## config.mk

```make
export PLATFORM = sky130hd
export DESIGN_NAME = positional_array_list
export DESIGN_NICKNAME = d
export VERILOG_FILES = /design/src/hdl/pal_pkg.sv /design/src/hdl/pal_dp.sv /design/src/hdl/pal_ctrl.sv /design/src/hdl/positional_array_list.sv
export SDC_FILE = /design/constraint.sdc
export NUM_CORES = 2
export LEC_CHECK = 0
export BUFFER_PORTS_ARGS = -buffer_cell sky130_fd_sc_hd__clkbuf_2
export CAP_MARGIN = 30
export CORE_MARGIN = 10
export CORE_UTILIZATION = 45
export CTS_BUF_LIST = sky130_fd_sc_hd__clkbuf_16
export DETAILED_ROUTE_END_ITERATION = 10
export GPL_ROUTABILITY_DRIVEN = 0
export PLACE_DENSITY = 0.67
export SYNTH_ARGS = -nofsm -noshare
export SYNTH_HDL_FRONTEND = slang
export SYNTH_SLANG_ARGS = --single-unit
```

## constraint.sdc

```tcl
create_clock -name i_clk -period 6.6 [get_ports i_clk]
set_input_delay 0.66 -clock i_clk [delete_from_list [all_inputs] [get_ports i_clk]]
set_output_delay 0.66 -clock i_clk [all_outputs]
set_load 0.03 [all_outputs]
```

## src/hdl/pal_pkg.sv

```systemverilog
package pal_pkg;

    localparam int MAX_ENTRIES     = 64;
    localparam int ENTRY_WIDTH_DEF = 32;

    localparam int ADDR_W = (MAX_ENTRIES > 1) ? $clog2(MAX_ENTRIES) : 1;
    localparam int CNT_W  = $clog2(MAX_ENTRIES + 1);

    // beat field widths
    localparam int CMD_W  = 3;
    localparam int POS_W  = 7;
    localparam int OPOS_W = 6;
    localparam int VAL_W  = 32;
    localparam int STAT_W = 2;
    localparam int LEN_W  = 7;

    localparam int CMP_W = (POS_W > CNT_W) ? POS_W : CNT_W;

    localparam int IN_FIELDS_W  = POS_W + OPOS_W + VAL_W;
    localparam int IN_TDATA_W   = ((IN_FIELDS_W + 7) / 8) * 8;
    localparam int OUT_FIELDS_W = VAL_W + STAT_W + LEN_W + 1;
    localparam int OUT_TDATA_W  = ((OUT_FIELDS_W + 7) / 8) * 8;

    // command codes
    localparam logic [CMD_W-1:0] CMD_READ   = 3'd0;
    localparam logic [CMD_W-1:0] CMD_WRITE  = 3'd1;
    localparam logic [CMD_W-1:0] CMD_INSERT = 3'd2;
    localparam logic [CMD_W-1:0] CMD_REMOVE = 3'd3;
    localparam logic [CMD_W-1:0] CMD_SWAP   = 3'd4;
    localparam logic [CMD_W-1:0] CMD_CLEAR  = 3'd5;

    // result status codes
    localparam logic [STAT_W-1:0] ST_OK    = 2'd0;
    localparam logic [STAT_W-1:0] ST_RANGE = 2'd1;
    localparam logic [STAT_W-1:0] ST_FULL  = 2'd2;

    typedef enum logic [2:0] {
        PTR_HOLD,
        PTR_CNT_M1,
        PTR_POS_P1,
        PTR_DEC,
        PTR_INC
    } t_ptr_op;

    typedef enum logic [1:0] {
        RD_NONE,
        RD_POS,
        RD_OPOS,
        RD_PTR
    } t_rd_sel;

    typedef enum logic [2:0] {
        WR_NONE,
        WR_UP,
        WR_DN,
        WR_POS_VAL,
        WR_POS_RD,
        WR_OPOS_TMP
    } t_wr_sel;

    typedef enum logic [1:0] {
        CNT_HOLD,
        CNT_INC,
        CNT_DEC,
        CNT_CLR
    } t_cnt_op;

    typedef struct packed {
        logic              capture;
        t_ptr_op           ptr_op;
        t_rd_sel           rd_sel;
        t_wr_sel           wr_sel;
        logic              tmp_load;
        t_cnt_op           cnt_op;
        logic              out_load;
        logic [STAT_W-1:0] out_status;
        logic              out_rd;
    } t_dp_cmd;

    typedef struct packed {
        logic [CMD_W-1:0] cmd;
        logic             pos_lt_cnt;
        logic             pos_le_cnt;
        logic             opos_lt_cnt;
        logic             full;
        logic             pos_last;
        logic             ptr_eq_pos;
        logic             ptr_last;
        logic             out_free;
    } t_dp_stat;

endpackage

```

## src/hdl/pal_dp.sv

```systemverilog
module pal_dp #(
    parameter int ENTRY_WIDTH = pal_pkg::ENTRY_WIDTH_DEF
) (
    input  logic                              i_clk,
    input  logic                              i_rst_n,
    input  logic [pal_pkg::CMD_W-1:0]         i_cmd,
    input  logic [pal_pkg::POS_W-1:0]         i_pos,
    input  logic [pal_pkg::OPOS_W-1:0]        i_opos,
    input  logic [pal_pkg::VAL_W-1:0]         i_val,
    input  pal_pkg::t_dp_cmd                  i_dp_cmd,
    output pal_pkg::t_dp_stat                 o_dp_stat,
    input  logic                              i_out_ready,
    output logic                              o_out_valid,
    output logic [pal_pkg::OUT_TDATA_W-1:0]   o_out_data
);

    localparam int AW = pal_pkg::ADDR_W;
    localparam int CW = pal_pkg::CNT_W;
    localparam int KW = pal_pkg::CMP_W;

    logic [ENTRY_WIDTH-1:0] r_mem [pal_pkg::MAX_ENTRIES];
    logic [ENTRY_WIDTH-1:0] r_rdata;
    logic [ENTRY_WIDTH-1:0] r_tmp;

    logic [pal_pkg::CMD_W-1:0]  r_cmd;
    logic [pal_pkg::POS_W-1:0]  r_pos;
    logic [pal_pkg::OPOS_W-1:0] r_opos;
    logic [pal_pkg::VAL_W-1:0]  r_val;

    logic [AW-1:0] r_ptr, n_ptr;
    logic [CW-1:0] r_count, n_count;

    logic                             r_out_valid;
    logic [pal_pkg::OUT_TDATA_W-1:0]  r_out_data;

    logic                   wr_en;
    logic [AW-1:0]          wr_addr;
    logic [ENTRY_WIDTH-1:0] wr_data;
    logic                   rd_en;
    logic [AW-1:0]          rd_addr;

    logic [KW-1:0] pos_k, opos_k, cnt_k, ptr_k;
    logic [AW-1:0] pos_a, opos_a;
    logic [pal_pkg::VAL_W-1:0] rd_field;
    logic [pal_pkg::LEN_W-1:0] len_field;

    assign pos_k  = KW'(r_pos);
    assign opos_k = KW'(r_opos);
    assign cnt_k  = KW'(r_count);
    assign ptr_k  = KW'(r_ptr);
    assign pos_a  = AW'(r_pos);
    assign opos_a = AW'(r_opos);

    always_comb begin
        case (i_dp_cmd.ptr_op)
            pal_pkg::PTR_CNT_M1: n_ptr = AW'(r_count - CW'(1));
            pal_pkg::PTR_POS_P1: n_ptr = pos_a + AW'(1);
            pal_pkg::PTR_DEC:    n_ptr = r_ptr - AW'(1);
            pal_pkg::PTR_INC:    n_ptr = r_ptr + AW'(1);
            default:             n_ptr = r_ptr;
        endcase
    end

    always_comb begin
        case (i_dp_cmd.cnt_op)
            pal_pkg::CNT_INC: n_count = r_count + CW'(1);
            pal_pkg::CNT_DEC: n_count = r_count - CW'(1);
            pal_pkg::CNT_CLR: n_count = '0;
            default:          n_count = r_count;
        endcase
    end

    always_comb begin
        rd_en = 1'b1;
        case (i_dp_cmd.rd_sel)
            pal_pkg::RD_POS:  rd_addr = pos_a;
            pal_pkg::RD_OPOS: rd_addr = opos_a;
            pal_pkg::RD_PTR:  rd_addr = n_ptr;
            default: begin
                rd_en   = 1'b0;
                rd_addr = r_ptr;
            end
        endcase
    end

    always_comb begin
        wr_en = 1'b1;
        case (i_dp_cmd.wr_sel)
            pal_pkg::WR_UP: begin
                wr_addr = r_ptr + AW'(1);
                wr_data = r_rdata;
            end
            pal_pkg::WR_DN: begin
                wr_addr = r_ptr - AW'(1);
                wr_data = r_rdata;
            end
            pal_pkg::WR_POS_VAL: begin
                wr_addr = pos_a;
                wr_data = ENTRY_WIDTH'(r_val);
            end
            pal_pkg::WR_POS_RD: begin
                wr_addr = pos_a;
                wr_data = r_rdata;
            end
            pal_pkg::WR_OPOS_TMP: begin
                wr_addr = opos_a;
                wr_data = r_tmp;
            end
            default: begin
                wr_en   = 1'b0;
                wr_addr = pos_a;
                wr_data = r_tmp;
            end
        endcase
    end

    always_ff @(posedge i_clk) begin
        if (wr_en) begin
            r_mem[wr_addr] <= wr_data;
        end
        if (rd_en) begin
            r_rdata <= r_mem[rd_addr];
        end
        if (i_dp_cmd.tmp_load) begin
            r_tmp <= r_rdata;
        end
        if (i_dp_cmd.capture) begin
            r_cmd  <= i_cmd;
            r_pos  <= i_pos;
            r_opos <= i_opos;
            r_val  <= i_val;
        end
        r_ptr <= n_ptr;
    end

    always_ff @(posedge i_clk) begin
        if (!i_rst_n) begin
            r_count <= '0;
        end else begin
            r_count <= n_count;
        end
    end

    assign rd_field  = i_dp_cmd.out_rd ? pal_pkg::VAL_W'(r_rdata) : '0;
    assign len_field = pal_pkg::LEN_W'(r_count);

    always_ff @(posedge i_clk) begin
        if (!i_rst_n) begin
            r_out_valid <= 1'b0;
        end else if (i_dp_cmd.out_load) begin
            r_out_valid <= 1'b1;
        end else if (i_out_ready) begin
            r_out_valid <= 1'b0;
        end
    end

    always_ff @(posedge i_clk) begin
        if (i_dp_cmd.out_load) begin
            r_out_data <= pal_pkg::OUT_TDATA_W'({(r_count == '0), len_field,
                                                 i_dp_cmd.out_status, rd_field});
        end
    end

    assign o_out_valid = r_out_valid;
    assign o_out_data  = r_out_data;

    always_comb begin
        o_dp_stat.cmd         = r_cmd;
        o_dp_stat.pos_lt_cnt  = pos_k < cnt_k;
        o_dp_stat.pos_le_cnt  = pos_k <= cnt_k;
        o_dp_stat.opos_lt_cnt = opos_k < cnt_k;
        o_dp_stat.full        = r_count == CW'(pal_pkg::MAX_ENTRIES);
        o_dp_stat.pos_last    = (pos_k + KW'(1)) == cnt_k;
        o_dp_stat.ptr_eq_pos  = ptr_k == pos_k;
        o_dp_stat.ptr_last    = (ptr_k + KW'(1)) == cnt_k;
        o_dp_stat.out_free    = !r_out_valid || i_out_ready;
    end

endmodule

```

## src/hdl/pal_ctrl.sv

```systemverilog
module pal_ctrl (
    input  logic               i_clk,
    input  logic               i_rst_n,
    input  logic               i_in_valid,
    output logic               o_in_ready,
    input  pal_pkg::t_dp_stat  i_dp_stat,
    output pal_pkg::t_dp_cmd   o_dp_cmd
);

    typedef enum logic [8:0] {
        S_IDLE    = 9'b000000001,
        S_EXEC    = 9'b000000010,
        S_INS     = 9'b000000100,
        S_INS_PUT = 9'b000001000,
        S_DEL     = 9'b000010000,
        S_SW1     = 9'b000100000,
        S_SW2     = 9'b001000000,
        S_SW3     = 9'b010000000,
        S_RESP    = 9'b100000000
    } t_state;

    t_state                      r_state, n_state;
    logic [pal_pkg::STAT_W-1:0]  r_status, n_status;
    logic                        r_rd_flag, n_rd_flag;

    assign o_in_ready = (r_state == S_IDLE);

    always_comb begin
        n_state   = r_state;
        n_status  = r_status;
        n_rd_flag = r_rd_flag;

        o_dp_cmd.capture    = 1'b0;
        o_dp_cmd.ptr_op     = pal_pkg::PTR_HOLD;
        o_dp_cmd.rd_sel     = pal_pkg::RD_NONE;
        o_dp_cmd.wr_sel     = pal_pkg::WR_NONE;
        o_dp_cmd.tmp_load   = 1'b0;
        o_dp_cmd.cnt_op     = pal_pkg::CNT_HOLD;
        o_dp_cmd.out_load   = 1'b0;
        o_dp_cmd.out_status = r_status;
        o_dp_cmd.out_rd     = r_rd_flag;

        case (r_state)
            S_IDLE: begin
                if (i_in_valid) begin
                    o_dp_cmd.capture = 1'b1;
                    n_state          = S_EXEC;
                end
            end
            S_EXEC: begin
                n_status  = pal_pkg::ST_OK;
                n_rd_flag = 1'b0;
                n_state   = S_RESP;
                case (i_dp_stat.cmd)
                    pal_pkg::CMD_READ: begin
                        if (i_dp_stat.pos_lt_cnt) begin
                            o_dp_cmd.rd_sel = pal_pkg::RD_POS;
                            n_rd_flag       = 1'b1;
                        end else begin
                            n_status = pal_pkg::ST_RANGE;
                        end
                    end
                    pal_pkg::CMD_WRITE: begin
                        if (i_dp_stat.pos_lt_cnt) begin
                            o_dp_cmd.wr_sel = pal_pkg::WR_POS_VAL;
                        end else begin
                            n_status = pal_pkg::ST_RANGE;
                        end
                    end
                    pal_pkg::CMD_INSERT: begin
                        if (!i_dp_stat.pos_le_cnt) begin
                            n_status = pal_pkg::ST_RANGE;
                        end else if (i_dp_stat.full) begin
                            n_status = pal_pkg::ST_FULL;
                        end else if (i_dp_stat.pos_lt_cnt) begin
                            // start the upward shift at the top entry
                            o_dp_cmd.ptr_op = pal_pkg::PTR_CNT_M1;
                            o_dp_cmd.rd_sel = pal_pkg::RD_PTR;
                            n_state         = S_INS;
                        end else begin
                            o_dp_cmd.wr_sel = pal_pkg::WR_POS_VAL;
                            o_dp_cmd.cnt_op = pal_pkg::CNT_INC;
                        end
                    end
                    pal_pkg::CMD_REMOVE: begin
                        if (!i_dp_stat.pos_lt_cnt) begin
                            n_status = pal_pkg::ST_RANGE;
                        end else if (i_dp_stat.pos_last) begin
                            o_dp_cmd.cnt_op = pal_pkg::CNT_DEC;
                        end else begin
                            o_dp_cmd.ptr_op = pal_pkg::PTR_POS_P1;
                            o_dp_cmd.rd_sel = pal_pkg::RD_PTR;
                            n_state         = S_DEL;
                        end
                    end
                    pal_pkg::CMD_SWAP: begin
                        if (i_dp_stat.pos_lt_cnt && i_dp_stat.opos_lt_cnt) begin
                            o_dp_cmd.rd_sel = pal_pkg::RD_POS;
                            n_state         = S_SW1;
                        end else begin
                            n_status = pal_pkg::ST_RANGE;
                        end
                    end
                    pal_pkg::CMD_CLEAR: begin
                        o_dp_cmd.cnt_op = pal_pkg::CNT_CLR;
                    end
                    default: begin
                    end
                endcase
            end
            S_INS: begin
                // move entry ptr up one place, fetch the one below
                o_dp_cmd.wr_sel = pal_pkg::WR_UP;
                if (i_dp_stat.ptr_eq_pos) begin
                    n_state = S_INS_PUT;
                end else begin
                    o_dp_cmd.ptr_op = pal_pkg::PTR_DEC;
                    o_dp_cmd.rd_sel = pal_pkg::RD_PTR;
                end
            end
            S_INS_PUT: begin
                o_dp_cmd.wr_sel = pal_pkg::WR_POS_VAL;
                o_dp_cmd.cnt_op = pal_pkg::CNT_INC;
                n_state         = S_RESP;
            end
            S_DEL: begin
                // move entry ptr down one place, fetch the one above
                o_dp_cmd.wr_sel = pal_pkg::WR_DN;
                if (i_dp_stat.ptr_last) begin
                    o_dp_cmd.cnt_op = pal_pkg::CNT_DEC;
                    n_state         = S_RESP;
                end else begin
                    o_dp_cmd.ptr_op = pal_pkg::PTR_INC;
                    o_dp_cmd.rd_sel = pal_pkg::RD_PTR;
                end
            end
            S_SW1: begin
                o_dp_cmd.tmp_load = 1'b1;
                o_dp_cmd.rd_sel   = pal_pkg::RD_OPOS;
                n_state           = S_SW2;
            end
            S_SW2: begin
                o_dp_cmd.wr_sel = pal_pkg::WR_POS_RD;
                n_state         = S_SW3;
            end
            S_SW3: begin
                o_dp_cmd.wr_sel = pal_pkg::WR_OPOS_TMP;
                n_state         = S_RESP;
            end
            S_RESP: begin
                // hold until the output register can take the beat
                if (i_dp_stat.out_free) begin
                    o_dp_cmd.out_load = 1'b1;
                    n_state           = S_IDLE;
                end
            end
            default: begin
                n_state = S_IDLE;
            end
        endcase
    end

    always_ff @(posedge i_clk) begin
        if (!i_rst_n) begin
            r_state   <= S_IDLE;
            r_status  <= pal_pkg::ST_OK;
            r_rd_flag <= 1'b0;
        end else begin
            r_state   <= n_state;
            r_status  <= n_status;
            r_rd_flag <= n_rd_flag;
        end
    end

endmodule

```

## src/hdl/positional_array_list.sv

```systemverilog
// Channel     | Dir | Signals                        | Beat contents
// ------------+-----+--------------------------------+------------------------------------------
// command     | in  | s_axis_tvalid/tready/tdata/tuser | tuser: cmd; tdata: position, other_position, value
// result      | out | m_axis_tvalid/tready/tdata     | tdata: read_value, status, length, is_empty
//
// One command at a time. Read, write, clear, errors and an append insert go from the
// execute state straight to the response state; swap first passes S_SW1, S_SW2 and S_SW3.
// Insert at position p shifts the length - p entries from p up, remove at p shifts the length - p - 1 above p down,
// one entry moved per cycle through the single write port of the entry memory.
// Reset empties the list at once; entries are not cleared. A stalled result holds the
// next command in the response state; the command side waits until then.
module positional_array_list #(
    parameter int ENTRY_WIDTH = pal_pkg::ENTRY_WIDTH_DEF
) (
    input  logic                             i_clk,
    input  logic                             i_rst_n,
    input  logic                             s_axis_tvalid,
    output logic                             s_axis_tready,
    // [6:0] position, [12:7] other_position, [44:13] value, rest zero
    input  logic [pal_pkg::IN_TDATA_W-1:0]   s_axis_tdata,
    // [2:0] cmd
    input  logic [pal_pkg::CMD_W-1:0]        s_axis_tuser,
    output logic                             m_axis_tvalid,
    input  logic                             m_axis_tready,
    // [31:0] read_value, [33:32] status, [40:34] length, [41] is_empty, rest zero
    output logic [pal_pkg::OUT_TDATA_W-1:0]  m_axis_tdata
);

    localparam int OPOS_LO = pal_pkg::POS_W;
    localparam int VAL_LO  = pal_pkg::POS_W + pal_pkg::OPOS_W;

    pal_pkg::t_dp_cmd  dp_cmd;
    pal_pkg::t_dp_stat dp_stat;

    pal_ctrl u_ctrl (
        .i_clk      (i_clk),
        .i_rst_n    (i_rst_n),
        .i_in_valid (s_axis_tvalid),
        .o_in_ready (s_axis_tready),
        .i_dp_stat  (dp_stat),
        .o_dp_cmd   (dp_cmd)
    );

    pal_dp #(
        .ENTRY_WIDTH (ENTRY_WIDTH)
    ) u_dp (
        .i_clk       (i_clk),
        .i_rst_n     (i_rst_n),
        .i_cmd       (s_axis_tuser),
        .i_pos       (s_axis_tdata[pal_pkg::POS_W-1:0]),
        .i_opos      (s_axis_tdata[VAL_LO-1:OPOS_LO]),
        .i_val       (s_axis_tdata[VAL_LO+pal_pkg::VAL_W-1:VAL_LO]),
        .i_dp_cmd    (dp_cmd),
        .o_dp_stat   (dp_stat),
        .i_out_ready (m_axis_tready),
        .o_out_valid (m_axis_tvalid),
        .o_out_data  (m_axis_tdata)
    );

endmodule

```

---- After elaboration in Yosys (flattened, before gate mapping) ----
Memories as Yosys holds them, arrays and structs flattened. A register that Yosys moved wholly into a read port is not among the register bits.
Index checks and enable logic that the tools add are counted.
storage, ports and cells
  register bits after elaboration ......... 148
  memory bits (writable) .................. 2048
  input bits .............................. 55
  output and inout port bits .............. 50
  memories kept ........................... 1
operators by class
  add/sub/neg operators ................... 7
  magnitude comparators ................... 3
  equal/unequal tests ..................... 37
  multiplexer cells ....................... 59
  reduce and logical (&&, ||, !) cells .... 13
memory list
  memory      words  bits a word  read ports  clocked after memory_dff  wr ports  RTL line      source
  u_dp.r_mem  64     32           1           1                         1         pal_dp.sv:21  logic [ENTRY_WIDTH-1:0] r_mem [pal_pkg::MAX_ENTRIES];
operators by type and width
  kind                                                                    count
  9-bit 2-to-1 mux                                                        10
  9-bit case mux with 8 select lines                                      1
  32-bit case mux with 2 select lines                                     1
  6-bit case mux with 3 select lines                                      2
  9-bit case mux with 3 select lines                                      1
  6-bit case mux with 4 select lines                                      1
  7-bit case mux with 3 select lines                                      1
  3-bit by 2-bit equality test with 1-bit output (second input constant)  6
  2-bit 2-to-1 mux                                                        9
  2-bit case mux with 3 select lines                                      3
  3-bit case mux with 6 select lines                                      1
  1-bit 2-to-1 mux                                                        17
  2-bit case mux with 4 select lines                                      2
  3-bit equality test (second input constant)                             5
  7-bit by 1-bit adder with 7-bit output (second input constant)          2
  7-bit equality test                                                     2
  6-bit by 1-bit adder with 6-bit output (second input constant)          2
  3-bit case mux with 2 select lines                                      2
  5-bit 2-to-1 mux                                                        2
  3-bit by 1-bit equality test with 1-bit output (second input constant)  3
  9-bit by 1-bit equality test with 1-bit output (second input constant)  1
  9-bit by 2-bit equality test with 1-bit output (second input constant)  1
  9-bit by 3-bit equality test with 1-bit output (second input constant)  1
  9-bit by 4-bit equality test with 1-bit output (second input constant)  1
  other kinds (32)                                                        42

---- Logic depth before layout (Yosys ltp) ----
  depth in word-level cells ............... 11
  gate-level depth with buffers ........... 21

---- By module ----
From an unflattened synthesis, not the netlist that was laid out.
unflattened totals
  cells, all modules ...................... 6418
  area, all modules ....................... 90081.4 um^2
by module, submodules not included
  module    instances  cells each  area an instance (um^2)
  pal_dp    1          6290        89080.4
  pal_ctrl  1          128         1001.0

---- Least setup slack after synthesis ----
No wires, ideal clock.
  kind .................................... register to register
  from .................................... register u_dp.r_count[1], in the netlist u_dp.cnt_k[1]
  to ...................................... memory u_dp.r_mem[52][0] (netlist name), enable pin
  library setup time ...................... 0.501 ns
  data arrival time ....................... 5.516 ns
  required time ........................... 6.099 ns
  slack ................................... 0.582 ns
  cell stages (with the launch flop) ...... 12
  buffers on the path ..................... 1
  clock period less this slack ............ 6.018 ns
  path through ............................ dfxtp_1 clkbuf_1 inv_1 ha_1 nand3b_1 a21oi_1 or3_1 nor2_1 a32oi_1 o21bai_1 nor3_1 nor4_1
on the way
  word-level cells in the longest chain between the ends .. 11
  elaborated cells between the ends (all ways) .. 19
  those cells by class .................... order compare (2); eq/ne (6); mux (10); reduce/logical (1)
RTL lines
  item                                               RTL line        source
  start: declaration                                 pal_dp.sv:31    logic [CW-1:0] r_count, n_count;
  start signal: assignment                           pal_dp.sv:140   r_count <= n_count;
  7-bit < comparator                                 pal_dp.sv:169   o_dp_stat.pos_lt_cnt = pos_k < cnt_k;
  2-bit 2-to-1 mux                                   pal_ctrl.sv:75  end else if (i_dp_stat.pos_lt_cnt) begin
  6-bit 2-to-1 mux                                   pal_ctrl.sv:73  end else if (i_dp_stat.full) begin
  8-bit 2-to-1 mux                                   pal_ctrl.sv:71  if (!i_dp_stat.pos_le_cnt) begin
  3-bit case mux with 2 select lines (*)             pal_ctrl.sv:54  case (i_dp_stat.cmd)
  3-bit case mux with 6 select lines (*)             pal_ctrl.sv:43  case (r_state)
  3-bit equality test, or another cell as far along  pal_dp.sv:88    case (i_dp_cmd.wr_sel)
  5-bit OR reduction (no line)                       -
  1-bit 2-to-1 mux                                   pal_dp.sv:88
  1-bit 2-to-1 mux                                   pal_dp.sv:118   if (wr_en) begin
  1-bit 2-to-1 mux (implied by the code)             pal_dp.sv:119   r_mem[wr_addr] <= wr_data;
  end: declaration                                   pal_dp.sv:21
Every way passes the cells marked *; elsewhere a longest branch is shown, timed or not.

---- Final worst setup path ----
  from .................................... register u_dp.r_count[4], in the netlist u_dp.cnt_k[4]
  to ...................................... register u_dp.r_rdata[22] (read register of u_dp.r_mem), data pin
on the way
  word-level cells in the longest chain between the ends .. 9
  elaborated cells between the ends (all ways) .. 31
  those cells by class .................... add/sub (1); order compare (3); eq/ne (10); mux (15); reduce/logical (2)
RTL lines
  item                                                                                      RTL line        source
  7-bit < comparator                                                                        pal_dp.sv:169
  3-bit 2-to-1 mux                                                                          pal_ctrl.sv:75
  6-bit 2-to-1 mux                                                                          pal_ctrl.sv:73
  8-bit 2-to-1 mux                                                                          pal_ctrl.sv:71
  3-bit case mux with 2 select lines or 2-bit case mux with 4 select lines (tied branches)  pal_ctrl.sv:54
  3-bit case mux with 3 select lines or 2-bit case mux with 4 select lines (tied branches)  pal_ctrl.sv:43
  3-bit equality test, or another cell as far along                                         pal_dp.sv:55    case (i_dp_cmd.ptr_op)
  6-bit case mux with 4 select lines or 3-bit OR reduction (tied branches)                  -
  6-bit case mux with 3 select lines or 1-bit 2-to-1 mux (tied branches)                    pal_dp.sv:75    case (i_dp_cmd.rd_sel)
  end: declaration                                                                          pal_dp.sv:22    logic [ENTRY_WIDTH-1:0] r_rdata;
Parallel ways exist; a longest one is shown, timed or not.
A chain may end at the register's enable or synchronous reset.

==> impl_metrics.csv <==
group,metric,value,unit
worst_setup_path,end_kind,"register",
floorplanning,initial_core_util,45.33,%
synthesis,ys.flop_type,"edfxtp_1",
timing,setup_repair_after_global_routing_missed_its_margin,"no",
cells_and_area,layout.cells.non_filler,9311,
routing,vias_per_cell,6.175,
worst_setup_path,timing.reg2reg.worst_path_depth,15,
floorplanning,die_w,469.1,µm
cells_and_area,post_layout_util,51.61,%
floorplanning,core_area,200300,µm²
floorplanning,num_io_pins,105,
power_and_ir_drop,seqPwrFrac,47.7,%
grt,gr-total-overflow,0,
power_and_ir_drop,power_frac_comb,16.2,%
routing,initialDrtViolationCount,9045,
synthesis,flip_flop_and_latch_count_after_synthesis,2228,
routing,drc_errors,0,
synthesis,syn-mean-instance-area,14.68,µm²
timing,fmax,159.8,MHz
synthesis,synth_enable_flop_cells,2202,
timing,slew-limit-headroom,24.75,%
synthesis,async_reset_ff_share,0,%
min_path,hold_path_startpoint,"s_axis_tvalid",
min_path,whs_path_depth,3,
cells_and_area,fill_cells,16146,
cells_and_area,layout.cell_area.non_filler,103400,µm²
clock_tree,clock-sinks,2228,
timing,fin_setup_tns,0,ns
cells_and_area,seq_area,66640,µm²
cells_and_area,drive_gt1_share,13.47,%
timing,finalCriticalPeriod,6.258,ns
synthesis,synth_top_cells_by_area,"edfxtp_1, mux2i_1, nand2_1",
cells_and_area,syn2layout_area_growth,13.86,%
clock_tree,post_cts.repair.setup_buffers,0,
timing,finalCritPeriodShare,94.83,%
grt,first_global_vias,54494,
worst_setup_path,required_time_of_the_critical_path,7.22,ns
run_status,status,"complete, no violations",
clock_tree,clock_root_buffer,"clkbuf_16",
grt,grt_pass1_wl,391.2,mm
worst_setup_path,critPathKind,"reg2reg",
power_and_ir_drop,swShare,26.96,%
synthesis,netlist_instances,6185,
worst_setup_path,worst-path-max-fanout,43,
placement,place.detailed.hpwl,166.1,mm
synthesis,netlist.top_cell.by_area,"edfxtp_1",
clock_tree,clock_path_buffers,3,
grt,grt_util_all_layers,24.36,%
power_and_ir_drop,power_density,313.4,nW/µm²
routing,total_wirelength_of_the_detailed_routed_design,276.6,mm
grt,grt_max_degree,82,
placement,place_area,96230,µm²
placement,placement.io_buffers,95,
floorplanning,std_cell_rows,164,
synthesis,synth_cell_types,102,
power_and_ir_drop,internal_power,23.66,mW
cells_and_area,final_stage_net_count,6553,
power_and_ir_drop,power.switching,8.736,mW
flow_run,max_cap_violations,0,
routing,via_count,57496,
min_path,holdCritPathClass,"in2reg",
routing,first_pass_iters,6,
power_and_ir_drop,clkPwrFrac,36.0,%
worst_setup_path,r2r_slack,0.34,ns
clock_tree,clock_buffer_count_from_cts,213,
worst_setup_path,worstSetupStartpointType,"register",
power_and_ir_drop,vdd.ir_drop.worst,0.0002963,V
timing,final-setup-viol-count,0,
clock_tree,ctsHtreeMaxLevel,4,
power_and_ir_drop,leakagePower,36.86,nW
cells_and_area,most_frequent_cells_in_the_layout,"edfxtp_1, nand2_1, mux2i_1",
timing,final-hold-violation-count,0,
grt,number_of_antenna_violations_at_the_first_check_in_global_routing,11,
timing,timing.hold.ws,0.1199,ns
routing,routedWlPerCell,29.71,µm
timing,worst_pin_slew,1.117,ns
synthesis,synthesis.yosys.warnings,0,
floorplanning,die_area,220100,µm²
cells_and_area,mostFrequentLayoutCell,"edfxtp_1",
floorplanning,die_height,469.1,µm
synthesis,synthDominantCellAreaShare,72.84,%
worst_setup_path,worst-endpoint-arrival,6.88,ns
cells_and_area,multiInputGateArea,22330,µm²
worst_setup_path,r2r-end,"u_dp.r_rdata[22]",
synthesis,proportion_of_synthesized_chip_area_in_sequential_cells,73.42,%
clock_tree,clk_transition_reported_paths,0.06,ns
clock_tree,clock_latency,0.87,ns
routing,route.antenna.remaining_nets,0,
worst_setup_path,launching_point_of_the_worst_reg2reg_path,"u_dp.cnt_k[4]",
placement,placedCellCount,8873,
min_path,hold_path_end,"u_ctrl.r_state[1]",
synthesis,synthesis.area,90780,µm²
timing,drv_slew,0,
timing,fin_skew,0.05684,ns
clock_tree,cts_tree,"yes",
## stage by stage
step	setup slack [ns]	power [mW]
after floorplan	0.5824	19.18
after detailed placement	0.5686	20.84
after global placement	0.6601	20.79
final	0.3415	32.40
after global routing	0.1626	33.30
after CTS	0.5021	32.36
## cell type report
cell class              count  area share (%)
diodes                      4        0.009684
clock buffers             216           5.230
clock inverters           169           1.188
inverters                  73          0.2651
multi-input cells        3482           21.60
flip-flops and latches   2228           64.48
well taps                2656           3.215
repair buffers            483           4.012
## flip-flops by register name, summed over array words and instances (netlist names), 2 cells and up
name             flops
u_ctrl.r_state       9
u_dp.r_mem        2048
u_dp.r_tmp          32
u_dp.r_ptr           6
u_dp.pos_k           7
u_dp.opos_a          6
u_dp.o_out_data     42
u_dp.cnt_k           7
u_dp.r_cmd           3
u_dp.r_rdata        32
u_ctrl.r_status      2
u_dp.r_val          32
## power groups by stage
| stage | Combinational, mW | Clock [mW] | Sequential (mW) |
|---|---|---|---|
| finish | 5.25 | 11.7 | 15.5 |
| global route | 5.51 | 12.3 | 15.5 |
| CTS | 5.14 | 11.8 | 15.5 |
| detailed placement | 5.08 | 0 | 15.8 |
| global placement | 5.02 | 0 | 15.8 |
| floorplan | 3.45 | 0 | 15.7 |
## worst max-delay path, stage by stage, from the launching register on
cell and delay (ns):
dfxtp_1 0.59, inv_1 0.23, ha_1 0.35, nand4_1 0.09
o32a_1 0.38, o2111ai_1 0.32, nand3_2 0.38, a311oi_4 0.59
a21o_4 0.88, buf_4 0.49, nor2_1 0.18, o2bb2ai_1 0.16
a2111oi_0 0.54, buf_4 0.25, o22ai_1 0.28, o2111a_1 0.24
## synthesized netlist by cell type, types with 7 or more instances
library cell,number
a2111oi_0,29
a211o_1,8
a211oi_1,124
a21boi_0,7
a21o_1,8
a21oi_1,207
a221oi_1,19
a22oi_1,38
a311oi_1,40
a31oi_1,53
a32oi_1,16
and2_1,48
and3_1,29
and4_1,8
buf_1,19
buf_2,194
buf_4,68
buf_6,35
clkbuf_1,91
dfxtp_1,26
edfxtp_1,2202
ha_1,17
inv_1,68
mux2_2,11
mux2i_1,585
nand2_1,1113
nand2b_1,14
nand3_1,375
nand4_1,33
nor2_1,133
nor3_1,53
nor4_1,31
o211a_1,19
o211ai_1,23
o21ai_0,57
o21ai_1,12
o221ai_1,69
o22a_1,7
o22ai_1,88
o31ai_1,18
o32ai_1,10
or4_1,9
xnor2_1,30
xor2_1,9
## how the worst max path moves through the flow
| stage | start | endpoint | cells past startpoint | slack (ns) |
|---|---|---|---|---|
| 4_1_cts | u_dp.cnt_k[4] | u_dp.r_rdata[22] | 15 | 0.50 |
| 2_1_floorplan | u_dp.cnt_k[1] | u_dp.r_mem[52][0] | 11 | 0.58 |
| 3_3_place_gp | u_dp.cnt_k[4] | u_dp.r_rdata[27] | 15 | 0.66 |
| 5_1_grt | u_dp.cnt_k[4] | u_dp.r_rdata[22] | 16 | 0.16 |
| 6_report | u_dp.cnt_k[4] | u_dp.r_rdata[22] | 15 | 0.34 |
| 3_5_place_dp | u_dp.cnt_k[4] | u_dp.r_rdata[31] | 14 | 0.57 |
## metal layers
metal / part of all wire, % / global-route usage (%) / vias to the layer above
li1: - / - / 24314
met1: 37 / 32.98 / 28582
met2: 44 / 36.51 / 3969
met3: 14 / 6.505 / 627
met4: 5.3 / 11.85 / 4
met5: 0.0076 / 0 / -
## cell families (layout without fill, tap and decap cells)
logic type                 Yosys count  count (layout)  share of synthesized area [%]
DFF                               2228            2228                          73.42
and+or+nand+nor                   1894            1894                          9.191
AOI/OAI and AO/OA                  929             929                          7.356
muxes                              597             597                          6.600
buffers and inverters              480             941                          2.823
xor gates and xnor gates            39              39                         0.3763
adders and majority gates           17              17                         0.2343
other                                1              10                       0.004131
## timing repair
| action | in CTS | in global routing |
|---|---|---|
| gates resized for setup | 0 | 0 |
| endpoints found under the hold margin | 48 | 0 |
| hold buffers | 48 | 0 |
(Power assumes the default switching activity.)
